**src/hdl/sp24_pkg.sv**
```systemverilog
// package: widths, constants and word types of the 2:4 sparsity compressor
`timescale 1ns / 1ps

package sp24_pkg;

  localparam int ELEM_WIDTH = 16;
  localparam int HALF_ELEMS = 4;
  localparam int NUM_LANES  = 2;
  localparam int POS_WIDTH  = 2;

  // default positions of empty slots, giving an all-empty index byte of 0xEE
  localparam logic [POS_WIDTH-1:0] POS_EMPTY_FIRST  = 2'd2;
  localparam logic [POS_WIDTH-1:0] POS_EMPTY_SECOND = 2'd3;
  localparam logic [POS_WIDTH-1:0] POS_LAST         = 2'd3;

  typedef logic [ELEM_WIDTH-1:0] elem_t;

  typedef struct packed {
    elem_t elem7;
    elem_t elem6;
    elem_t elem5;
    elem_t elem4;
    elem_t elem3;
    elem_t elem2;
    elem_t elem1;
    elem_t elem0;
  } in_word_t;

  typedef struct packed {
    elem_t      kept3;
    elem_t      kept2;
    elem_t      kept1;
    elem_t      kept0;
    logic [7:0] index_byte;
  } out_word_t;

  // what one lane found in its half
  typedef struct packed {
    elem_t                 val0;
    elem_t                 val1;
    logic [POS_WIDTH-1:0]  pos0;
    logic [POS_WIDTH-1:0]  pos1;
  } lane_res_t;

  typedef elem_t [HALF_ELEMS-1:0] half_t;

endpackage

```
**src/hdl/sp24_if.sv**
```systemverilog
// valid/ready channel interfaces for input and result words
`timescale 1ns / 1ps

interface sp24_in_if import sp24_pkg::*; ();
  logic     valid;
  logic     ready;
  in_word_t data;

  modport source (output valid, output data, input ready);
  modport sink   (input valid, input data, output ready);
endinterface

interface sp24_out_if import sp24_pkg::*; ();
  logic      valid;
  logic      ready;
  out_word_t data;

  modport source (output valid, output data, input ready);
  modport sink   (input valid, input data, output ready);
endinterface

```
**src/hdl/sp24_lane.sv**
```systemverilog
// one lane: picks the first two nonzero elements of a half group
`timescale 1ns / 1ps

module sp24_lane import sp24_pkg::*; (
  input  half_t     elems,
  output lane_res_t res
);

  logic [HALF_ELEMS-1:0] nz;

  // sign bit ignored, so negative zero counts as zero
  always_comb begin
    for (int p = 0; p < HALF_ELEMS; p++) begin
      nz[p] = |elems[p][ELEM_WIDTH-2:0];
    end
  end

  always_comb begin
    logic [1:0] filled;
    filled   = 2'd0;
    res.val0 = '0;
    res.val1 = '0;
    res.pos0 = POS_EMPTY_FIRST;
    res.pos1 = POS_EMPTY_SECOND;
    for (int p = 0; p < HALF_ELEMS; p++) begin
      if (nz[p] && (filled < 2'd2)) begin
        // lone nonzero at the last position lands in the second slot
        if ((filled == 2'd0) && (POS_WIDTH'(p) == POS_LAST)) begin
          filled = 2'd1;
        end
        if (filled == 2'd0) begin
          res.val0 = elems[p];
          res.pos0 = POS_WIDTH'(p);
        end else begin
          res.val1 = elems[p];
          res.pos1 = POS_WIDTH'(p);
        end
        filled = filled + 2'd1;
      end
    end
  end

endmodule

```
**src/hdl/sp24_merge.sv**
```systemverilog
// merge stage: packs lane results into a result word behind a skid buffer
`timescale 1ns / 1ps

module sp24_merge import sp24_pkg::*; (
  input  logic                    clk,
  input  logic                    rst,
  input  logic                    in_valid,
  output logic                    in_ready,
  input  lane_res_t [NUM_LANES-1:0] lane_res,
  sp24_out_if.source              out_ch
);

  out_word_t merged;
  out_word_t main_word;
  out_word_t skid_word;
  logic      main_valid;
  logic      skid_valid;
  logic      in_acc;

  always_comb begin
    merged.kept0      = lane_res[0].val0;
    merged.kept1      = lane_res[0].val1;
    merged.kept2      = lane_res[1].val0;
    merged.kept3      = lane_res[1].val1;
    merged.index_byte = {lane_res[1].pos1, lane_res[1].pos0,
                         lane_res[0].pos1, lane_res[0].pos0};
  end

  assign in_ready = !skid_valid;
  assign in_acc   = in_valid && in_ready;

  always_ff @(posedge clk) begin
    if (rst) begin
      main_valid <= 1'b0;
      skid_valid <= 1'b0;
    end else if (!main_valid || out_ch.ready) begin
      if (skid_valid) begin
        main_word  <= skid_word;
        main_valid <= 1'b1;
        skid_valid <= 1'b0;
      end else if (in_acc) begin
        main_word  <= merged;
        main_valid <= 1'b1;
      end else begin
        main_valid <= 1'b0;
      end
    end else if (in_acc) begin
      // output stalled: park the new word
      skid_word  <= merged;
      skid_valid <= 1'b1;
    end
  end

  assign out_ch.valid = main_valid;
  assign out_ch.data  = main_word;

endmodule

```
**src/hdl/sparse_2of4_compressor_core.sv**
```systemverilog
// top level of the 2:4 structured sparsity compressor
//   channel  dir  payload                              handshake
//   in_ch    in   elem0..elem7, 16 bits each           valid/ready
//   out_ch   out  kept0..kept3, 16 bits; index_byte    valid/ready
// one word accepted per cycle while in_ch.ready is high; results are registered
// two selection lanes, one per half, work combinationally into the merge stage
// the merge stage has an output register plus one skid entry, so in_ch.ready
// is a register and drops only after the output has stalled with a word held
// rst is synchronous and clears both valid flags
`timescale 1ns / 1ps

module sparse_2of4_compressor_core import sp24_pkg::*; (
  input  logic       clk,
  input  logic       rst,
  sp24_in_if.sink    in_ch,
  sp24_out_if.source out_ch
);

  half_t     [NUM_LANES-1:0] halves;
  lane_res_t [NUM_LANES-1:0] lane_res;

  assign halves[0] = {in_ch.data.elem3, in_ch.data.elem2,
                      in_ch.data.elem1, in_ch.data.elem0};
  assign halves[1] = {in_ch.data.elem7, in_ch.data.elem6,
                      in_ch.data.elem5, in_ch.data.elem4};

  for (genvar g = 0; g < NUM_LANES; g++) begin : g_lane
    sp24_lane u_lane (
      .elems (halves[g]),
      .res   (lane_res[g])
    );
  end

  sp24_merge u_merge (
    .clk      (clk),
    .rst      (rst),
    .in_valid (in_ch.valid),
    .in_ready (in_ch.ready),
    .lane_res (lane_res),
    .out_ch   (out_ch)
  );

endmodule

```
**src/flat_wrapper.sv**
```systemverilog
// flat-port wrapper written by rule: the top's interface ports become plain ports
module sparse_2of4_compressor_core_flat import sp24_pkg::*;
  (clk, rst, in_ch_valid, in_ch_data, in_ch_ready, out_ch_valid, out_ch_data, out_ch_ready);
  sp24_in_if in_ch_i ();
  sp24_out_if out_ch_i ();
  input  logic clk;
  input  logic rst;
  input wire logic [$bits(in_ch_i.valid)-1:0] in_ch_valid;
  input wire logic [$bits(in_ch_i.data)-1:0] in_ch_data;
  output wire logic [$bits(in_ch_i.ready)-1:0] in_ch_ready;
  output wire logic [$bits(out_ch_i.valid)-1:0] out_ch_valid;
  output wire logic [$bits(out_ch_i.data)-1:0] out_ch_data;
  input wire logic [$bits(out_ch_i.ready)-1:0] out_ch_ready;
  assign in_ch_i.valid = in_ch_valid;
  assign in_ch_i.data = in_ch_data;
  assign in_ch_ready = in_ch_i.ready;
  assign out_ch_valid = out_ch_i.valid;
  assign out_ch_data = out_ch_i.data;
  assign out_ch_i.ready = out_ch_ready;
  sparse_2of4_compressor_core u_core (.clk(clk), .rst(rst), .in_ch(in_ch_i), .out_ch(out_ch_i));
endmodule
```
**config.mk**
```make
export PLATFORM = sky130hd
export DESIGN_NAME = sparse_2of4_compressor_core_flat
export DESIGN_NICKNAME = d
export VERILOG_FILES = /design/src/hdl/sp24_pkg.sv /design/src/hdl/sp24_if.sv /design/src/hdl/sp24_lane.sv /design/src/hdl/sp24_merge.sv /design/src/hdl/sparse_2of4_compressor_core.sv /design/src/flat_wrapper.sv
export SDC_FILE = /design/constraint.sdc
export NUM_CORES = 1
export LEC_CHECK = 0
export BUFFER_PORTS_ARGS = -buffer_cell sky130_fd_sc_hd__buf_4
export CORE_MARGIN = 10
export CORE_UTILIZATION = 35
export DETAILED_ROUTE_END_ITERATION = 8
export PLACE_DENSITY_LB_ADDON = 0.1
export SLEW_MARGIN = 20
export SYNTH_ARGS = -nofsm -noshare
export SYNTH_HDL_FRONTEND = slang
export SYNTH_SLANG_ARGS = --single-unit
```
**constraint.sdc**
```tcl
create_clock -name clk -period 9.8 [get_ports clk]
set_clock_uncertainty 0.1 [all_clocks]
set_input_delay 0.98 -clock clk [delete_from_list [all_inputs] [get_ports clk]]
set_output_delay 0.98 -clock clk [all_outputs]
set_load 0.01 [all_outputs]
```
### Word-level counts from Yosys, hierarchy flattened

Cells that the tools add are included.
Widths: inputs -> output; s select.

* bitwise operators: 2
* equal/unequal tests: 0
* reductions and logical operators: 30
* $mul: 0
* shift-type cells: 0
* div/mod/pow operators: 0
* add/sub/neg operators: 4
* magnitude comparators: 6
* muxes and demuxes: 46

Operators by type and width (number)
* $mux 36: 8
* $mux 16: 12
* $mux 72: 2
* $reduce_or 15->1: 8
* $mux 2: 20
* $logic_not 2->1: 8
* $lt 2x2->1 const B: 6
* $add 2x1->2 const B: 4
* $logic_and 1x1->1: 7
* $reduce_and 3->1: 2
* $mux 1: 4
* $logic_not 1->1: 2
* $not 1->1: 2
* $reduce_bool 2->1: 1
* $reduce_or 2->1: 1
* $logic_or 1x1->1: 1

* latch bits: 0
* bits in writable memories: 0
* bits in read-only memories: 0
* flip-flop bits (word level): 146
* memories: 0
* output and inout bits: 74
* logic and storage cells: 100
* input port bits: 132

### Depth between registers and ports, before layout

Gate-level depths: netlist of run 1.

* depth in word-level cells: 16
* gate-level depth with buffers: 11
* mapped depth without buffers: 9

### Modules after synthesis

From an unflattened synthesis of run 1, not the netlist that was laid out.

* cells, all modules: 560
* area total of the unflattened synthesis: 7582.3 um^2

Modules (own cells, without submodules)
* sp24_merge: sequential area each 4364.2 um^2, area each 5452.7 um^2, times used 1, cells each 234
* sp24_lane: sequential area each 0.0 um^2, area each 1064.8 um^2, times used 2, cells each 163

### Least setup slack after synthesis of run 1

OpenSTA, ideal clock, no wires.

* kind: input port to flip-flop
* from: input out_ch_ready
* to: register u_core.u_merge.skid_word[0] (netlist name), enable pin
* data required time: 8995 ps
* path buffers: 0
* library setup time: 705 ps
* arrival time: 8557 ps
* stages on the path: 2
* setup slack: 438 ps
* cells stage by stage: nand2b_1 nor4b_1

* word-level cells in the longest chain between the ends: 3

Ends and longest elaborated chain
* start, declared: line flat_wrapper.sv:13 `input wire logic [$bits(out_ch_i.ready)-1:0] out_ch_ready;`
* $logic_or 1x1->1: line sp24_merge.sv:36 `end else if (!main_valid || out_ch.ready) begin`
* $not 1->1 (no source line)
* $reduce_and 3->1 (no source line)
* end signal, assigned: line sp24_merge.sv:49 `skid_word <= merged;`
* end, declared: line sp24_merge.sv:15 `out_word_t skid_word;`

No other way between the ends.
A chain may end at the register's enable or synchronous reset.

### Worst setup path in the final report of run 1

* from: input in_ch_data[67]
* to: register u_core.u_merge.main_word (netlist bit u_core.u_merge.out_ch.data[71]), data pin

* word-level cells in the longest chain between the ends: 16
* elaborated cells between the ends (all ways): 26
* classes of those cells: add/sub (2); order compare (3); mux (13); reduce/logical (8)

Ends and longest elaborated chain
* start, declared: line flat_wrapper.sv:9 `input wire logic [$bits(in_ch_i.data)-1:0] in_ch_data;`
* $reduce_or 15->1 *: line sp24_lane.sv:14 `nz[p] = |elems[p][ELEM_WIDTH-2:0];`
* $mux 1 *: line sp24_lane.sv:26 `if (nz[p] && (filled < 2'd2)) begin`
* $lt 2x2->1: line sp24_lane.sv:26
* $logic_and 1x1->1: line sp24_lane.sv:26
* $mux 2: line sp24_lane.sv:26
* $lt 2x2->1: line sp24_lane.sv:26
* $logic_and 1x1->1: line sp24_lane.sv:26
* $mux 2: line sp24_lane.sv:26
* $logic_not 2->1: line sp24_lane.sv:28 `if ((filled == 2'd0) && (POS_WIDTH'(p) == POS_LAST)) begin`
* $mux 2: line sp24_lane.sv:28
* $mux 2: line sp24_lane.sv:26
* $logic_not 2->1: line sp24_lane.sv:31 `if (filled == 2'd0) begin`
* $mux 16: line sp24_lane.sv:31
* $mux 36 *: line sp24_lane.sv:26
* $mux 72 *: line sp24_merge.sv:41 `end else if (in_acc) begin`
* $mux 72 *: line sp24_merge.sv:37 `if (skid_valid) begin`
* end signal, assigned: line sp24_merge.sv:38 `main_word <= skid_word;`
* end signal, assigned: line sp24_merge.sv:42 `main_word <= merged;`
* end, declared: line sp24_merge.sv:14 `out_word_t main_word;`

Mark *: on every way between the ends. The rest lies on a longest branch, timed or not. The select of a mux whose other input is x is not followed.

==> results.toml, run 1 <==
[synth]
synth_area_leaders = "edfxtp_1 (60%), nor2_1 (6.0%), o31ai_1 (4.0%)"
synthMuxAreaShare_pct = 3.607
async_flop_share_pct = 0
synth-compound-area-share_pct = 16.43
synthDominantCellAreaShare_pct = 60.22
yosys_warnings = 0
post-synth-top-count-cell = "edfxtp_1"
yosys.area_share.adder_pct = 1.742
synth_common_cells = "edfxtp_1 (144), nor2_1 (114), nand2_1 (53)"
syn_area_per_cell_um2 = 12.09
synth-seq-cells = 146
synth-edff-count = 144
synth-main-ff-cell = "edfxtp_1"
synthSimpleGateAreaFrac_pct = 14.67
synthDistinctLibCells = 44
synth_top_family_by_area = "compound AO/OA/AOI/OAI gates"
synth_nets = 736
yosysSeqAreaShare_pct = 60.78
synth_area_leader_cell = "edfxtp_1"
synth.cell_area_mm2 = 0.007181
syn_inst = 594
synth-xor-area-share_pct = 0

[placed_design]
port_buffers = 205
dp_hpwl_um = 17900
place_congestion = 0.8728

[layout]
drive_gt1_share_pct = 37.97
fill_cells = 1916
nNetsFinal = 935
antennaDiodeCount = 0
syn_to_final_growth_pct = 32.92

[floorplanning]
die_y_um = 163.2
core-area_mm2 = 0.02023
rows = 52
die_area_mm2 = 0.02665
fp.dieW_um = 163.2
ioPinCount = 206
start_util_pct = 35.49

[timing]
hold_viol_final = 0
max_slew.worst_pin.slew_ns = 1.072
slew_violations = 0
max_freq_ghz = 0.2361
rsz0062_at_grt = "no"
setup_viol = 0
period_needed_ns = 4.236
setup_tns_ns = 0
max_slew_margin_pct = 28.28
fin_crit_sh_pct = 43.22

[clock_tree]
cts_hold_buf = 0
insertion_delay_ns = 0.43
cts_buffers = 17
cts.htree.levels = 4
cts.sinks = 146
clk_pin_slew_ns = 0.06
cts_tree = "built"
post_cts_buffers = 0
cts-root-buf = "clkbuf_16"
cts_resized = 0
clockBufferDepth = 2

[power]
totalPowerFinal_mw = 1.513
power_density_mw_per_mm2 = 158.6
vdd_drop_max_v = 0.0001204
p_leak_nw = 3.537

[grt]
grt_pass1_vias = 6096
overflow = 0
grt_use_total_pct = 17.54
use_met1_pct = 21.56
grtUsageMet3_pct = 6.746
grt_pass1_wl_um = 35840
grt_antenna_before_repair = 0
use_met2_pct = 27.88
grt_max_degree = 73
grt.busiest_layer = "met2"

[route]
vias_per_cell = 5.362
ant_nets = 0
vias = 5770
totalWireLength_um = 23610
first_pass_iters = 4
drt_iter0_drc = 393
drc = 0
post_drt_wl_per_cell_um = 21.94

[flow_run]
drv_cap = 0

[status]
status = "finished, final reports clean"

[critical_path]
cp_max_fo = 13
required_ns = 9.95
start_kind = "primary input"
crit_type = "primary input to flip-flop"
cp.arrival_ns = 4.39
endpoint_kind = "flip-flop"

[min_path]
hold_class = "flip-flop to flip-flop"
[cells in the final DEF (no fill, tap or decap), types with 15 or more instances in the layout]
| cell type | n |
|---|---|
| a21oi_1 | 16 |
| nand2_1 | 53 |
| buf_4 | 211 |
| nor4_1 | 21 |
| and3_1 | 15 |
| o31ai_1 | 38 |
| nor2_1 | 113 |
| a211oi_1 | 25 |
| clkbuf_16 | 17 |
| mux2_2 | 23 |
| a21oi_2 | 15 |
| edfxtp_1 | 144 |
[state kept, by name, indices dropped and copies added, names as in the netlist]
| register | count |
|---|---|
| u_core.u_merge.out_ch.valid | 1 |
| u_core.u_merge.skid_word | 72 |
| u_core.u_merge.skid_valid | 1 |
| u_core.u_merge.out_ch.data | 72 |
[per-layer routing]
metal	routed length, µm	vias to the layer above
met4	393	0
met5	0	-
met2	11150	248
li1	-	2718
met3	2142	29
met1	9919	2775
[worst paths after layout]
check,end,startpoint,slack [ns],cells past startpoint
max,u_core.u_merge.out_ch.data[71],in_ch_data[67],5.56,9
min,u_core.u_merge.out_ch.data[70],u_core.u_merge.skid_word[70],0.43,2
min reg2reg,u_core.u_merge.out_ch.data[70],u_core.u_merge.skid_word[70],0.43,2
max reg2reg,u_core.u_merge.out_ch.data[2],u_core.u_merge.skid_valid,7.09,3
[power breakdown]
group          internal [mW]  switching (mW)  leakage [nW]
combinational         0.0744          0.0761          1.91
clock                  0.344           0.302         0.293
sequential             0.709         0.00733          1.33
[kinds of logic (layout without fill, tap and decap cells)]
logic type,after synthesis,after routing
adders and majority gates,10,10
and+or+nand+nor,232,232
DFF,146,146
muxes,23,23
buffers and inverters,39,251
AOI/OAI and AO/OA,144,144
[layout make-up]
| cell class | count | area, µm² | area share [%] |
|---|---|---|---|
| clock inverters | 15 | 161.4 | 1.691 |
| flip-flops and latches | 146 | 4368 | 45.77 |
| clock buffers | 17 | 425.4 | 4.457 |
| repair buffers | 211 | 1584 | 16.60 |
| inverters | 8 | 30.03 | 0.3146 |
| multi-input cells | 409 | 2638 | 27.64 |
| well taps | 270 | 337.8 | 3.540 |
[stage by stage]
step,setup WS (ns),hold WS [ns],area (µm²),utilization (%),std cells
floorplan,0.4381,0.3984,7181,-,594
detailed placement,5.154,0.4090,8951,44.24,1044
finish,5.564,0.4266,9544,47.17,1076
global placement,5.222,0.4053,8951,44.24,1044
CTS,5.598,0.4267,9538,47.14,1076
global route,5.340,0.4466,9544,47.17,1076
[critical path, stage by stage]
cell	delay, ns
buf_4	0.12
nor4_1	0.48
nand4_1	0.43
inv_1	0.41
ha_1	0.35
inv_1	0.15
a211oi_2	0.80
a221oi_1	0.35
o31ai_1	0.31
Note: power is estimated with default switching activity, not from simulation.
==> run 2: changes to the inputs <==
==> constraint.sdc (replaced) <==
create_clock -name clk -period 3.69 [get_ports clk]
set_clock_uncertainty 0.1 [all_clocks]
set_input_delay 0.369 -clock clk [delete_from_list [all_inputs] [get_ports clk]]
set_output_delay 0.369 -clock clk [all_outputs]
set_load 0.01 [all_outputs]
==> run 2 against run 1 <==
Die area unchanged. Via count rose by 2.6%. Count of clock-buffer cells in the layout is 3 higher. Hold slack worse by 0.36 ns. First-iteration DRC count increased by 7.1%. Highest routed layer unchanged. Clock power rose to 2.7 times the previous value.
==> results.toml, run 2 (same netlist as run 1, synthesis figures left out) <==
[grt]
grtUsageMet3_pct = 5.512
grt.busiest_layer = "met2"
use_met1_pct = 23.07
use_met2_pct = 28.31
grt_max_degree = 73
grt_antenna_before_repair = 0
grt_use_total_pct = 17.97
grt_pass1_vias = 6209
overflow = 0
grt_pass1_wl_um = 36890

[layout]
drive_gt1_share_pct = 38.81
layout_commonest_cell = "buf_4"
final_util_pct = 48.03
fin_area_mm2 = 0.009718
syn_to_final_growth_pct = 35.34
fill_cells = 1870
nNetsFinal = 951
final_cell_mix = "buf_4 (224), edfxtp_1 (144), nor2_1 (113)"
final_cells = 1092
antennaDiodeCount = 0

[route]
drc = 0
totalWireLength_um = 24370
first_pass_iters = 5
vias_per_cell = 5.419
vias = 5918
drt_iter0_drc = 421
ant_nets = 0
post_drt_wl_per_cell_um = 22.31

[power]
p_leak_nw = 3.618
vdd_drop_max_v = 0.0003024
power_density_mw_per_mm2 = 418.9

[clock_tree]
cts_tree = "built"
clockBufferDepth = 2
post_cts_buffers = 0
cts.htree.levels = 4
clk_pin_slew_ns = 0.06
cts-root-buf = "clkbuf_16"
cts_hold_buf = 0
cts_buffers = 17
cts_resized = 0
insertion_delay_ns = 0.42
cts.sinks = 146

[timing]
period_needed_ns = 2.957
fin_crit_sh_pct = 80.14
slew_violations = 0
rsz0062_at_grt = "no"
setup_tns_ns = 0
max_freq_ghz = 0.3382
max_slew.worst_pin.slew_ns = 1.092
timing.hold.ws_ns = 0.06228
setup_viol = 0
max_slew_margin_pct = 26.94
hold_viol_final = 0

[critical_path]
worstRegToRegCells = 3
cp.arrival_ns = 3.08
cp_max_fo = 13
required_ns = 3.82
start_kind = "primary input"
worst-r2r-setup-slack_ns = 1.44
endpoint_kind = "flip-flop"
r2r_start = "u_core.u_merge.skid_valid"
crit_type = "primary input to flip-flop"
rr_endpoint = "u_core.u_merge.out_ch.data[19]"

[floorplanning]
core-area_mm2 = 0.02023
die_y_um = 163.2
rows = 52
die_area_mm2 = 0.02665
start_util_pct = 35.49
ioPinCount = 206
fp.dieW_um = 163.2

[placed_design]
port_buffers = 205
place_area_mm2 = 0.009117
dp_hpwl_um = 18350
place_congestion = 0.9384
placed_cells = 1060

[min_path]
min_from = "rst"
min_to = "u_core.u_merge.out_ch.valid"
min_path_cells = 2
hold_class = "primary input to flip-flop"

[flow_run]
drv_cap = 0

[status]
status = "finished, final reports clean"
run 2: changes by cell type in the layout (fill, tap and decap cells not counted), sizes merged:
cell	before	now
inv	19	9
buf	211	227
clkinvlp	0	4
clkbuf	17	20
bufinv	0	3
run 2: critical path: stages:
cell,delay [ns]
buf_4,0.12
nor4_1,0.49
nand4_1,0.35
inv_1,0.27
ha_1,0.21
inv_1,0.08
a211oi_4,0.63
a221oi_1,0.23
o31ai_1,0.33
run 2: cell type report:
type / instances / area (µm²) / area share [%]
inverters: 8 / 30.03 / 0.3090
well taps: 270 / 337.8 / 3.476
repair buffers: 227 / 1742 / 17.92
flip-flops and latches: 146 / 4368 / 44.95
multi-input cells: 409 / 2648 / 27.24
clock inverters: 12 / 156.4 / 1.609
clock buffers: 20 / 436.7 / 4.493
run 2: per-layer routing:
metal  wire [µm]  vias to the layer above
met1       10410                     2852
met5           0                        -
li1            -                     2736
met2       11350                      299
met3        2221                       31
met4         392                        0
run 2: how the worst max path moves through the flow:
stage,from,end,slack [ns]
2_1_floorplan,u_core.u_merge.skid_valid,u_core.u_merge.skid_word[0],0.1
3_3_place_gp,in_ch_data[83],u_core.u_merge.out_ch.data[61],0.29
3_5_place_dp,in_ch_data[83],u_core.u_merge.out_ch.data[59],0.19
4_1_cts,in_ch_data[83],u_core.u_merge.out_ch.data[59],0.57
5_1_grt,in_ch_data[83],u_core.u_merge.out_ch.data[56],0.51
6_report,in_ch_data[83],u_core.u_merge.out_ch.data[59],0.73
run 2: where the power goes:
| group | total, mW | switching (mW) | internal, mW | leakage (nW) |
|---|---|---|---|---|
| Combinational | 0.410 | 0.206 | 0.204 | 2.01 |
| Clock | 1.76 | 0.693 | 1.07 | 0.277 |
| Sequential | 1.90 | 0.0195 | 1.88 | 1.33 |
| Total | 4.07 | 0.919 | 3.15 | 3.62 |
run 2: through the flow:
| stage | worst slack [ns] | power, mW |
|---|---|---|
| after floorplan | 0.09958 | 2.081 |
| after global placement | 0.2874 | 2.347 |
| after detailed placement | 0.1941 | 2.349 |
| after CTS | 0.5714 | 4.116 |
| after global routing | 0.5143 | 4.220 |
| final | 0.7329 | 4.071 |
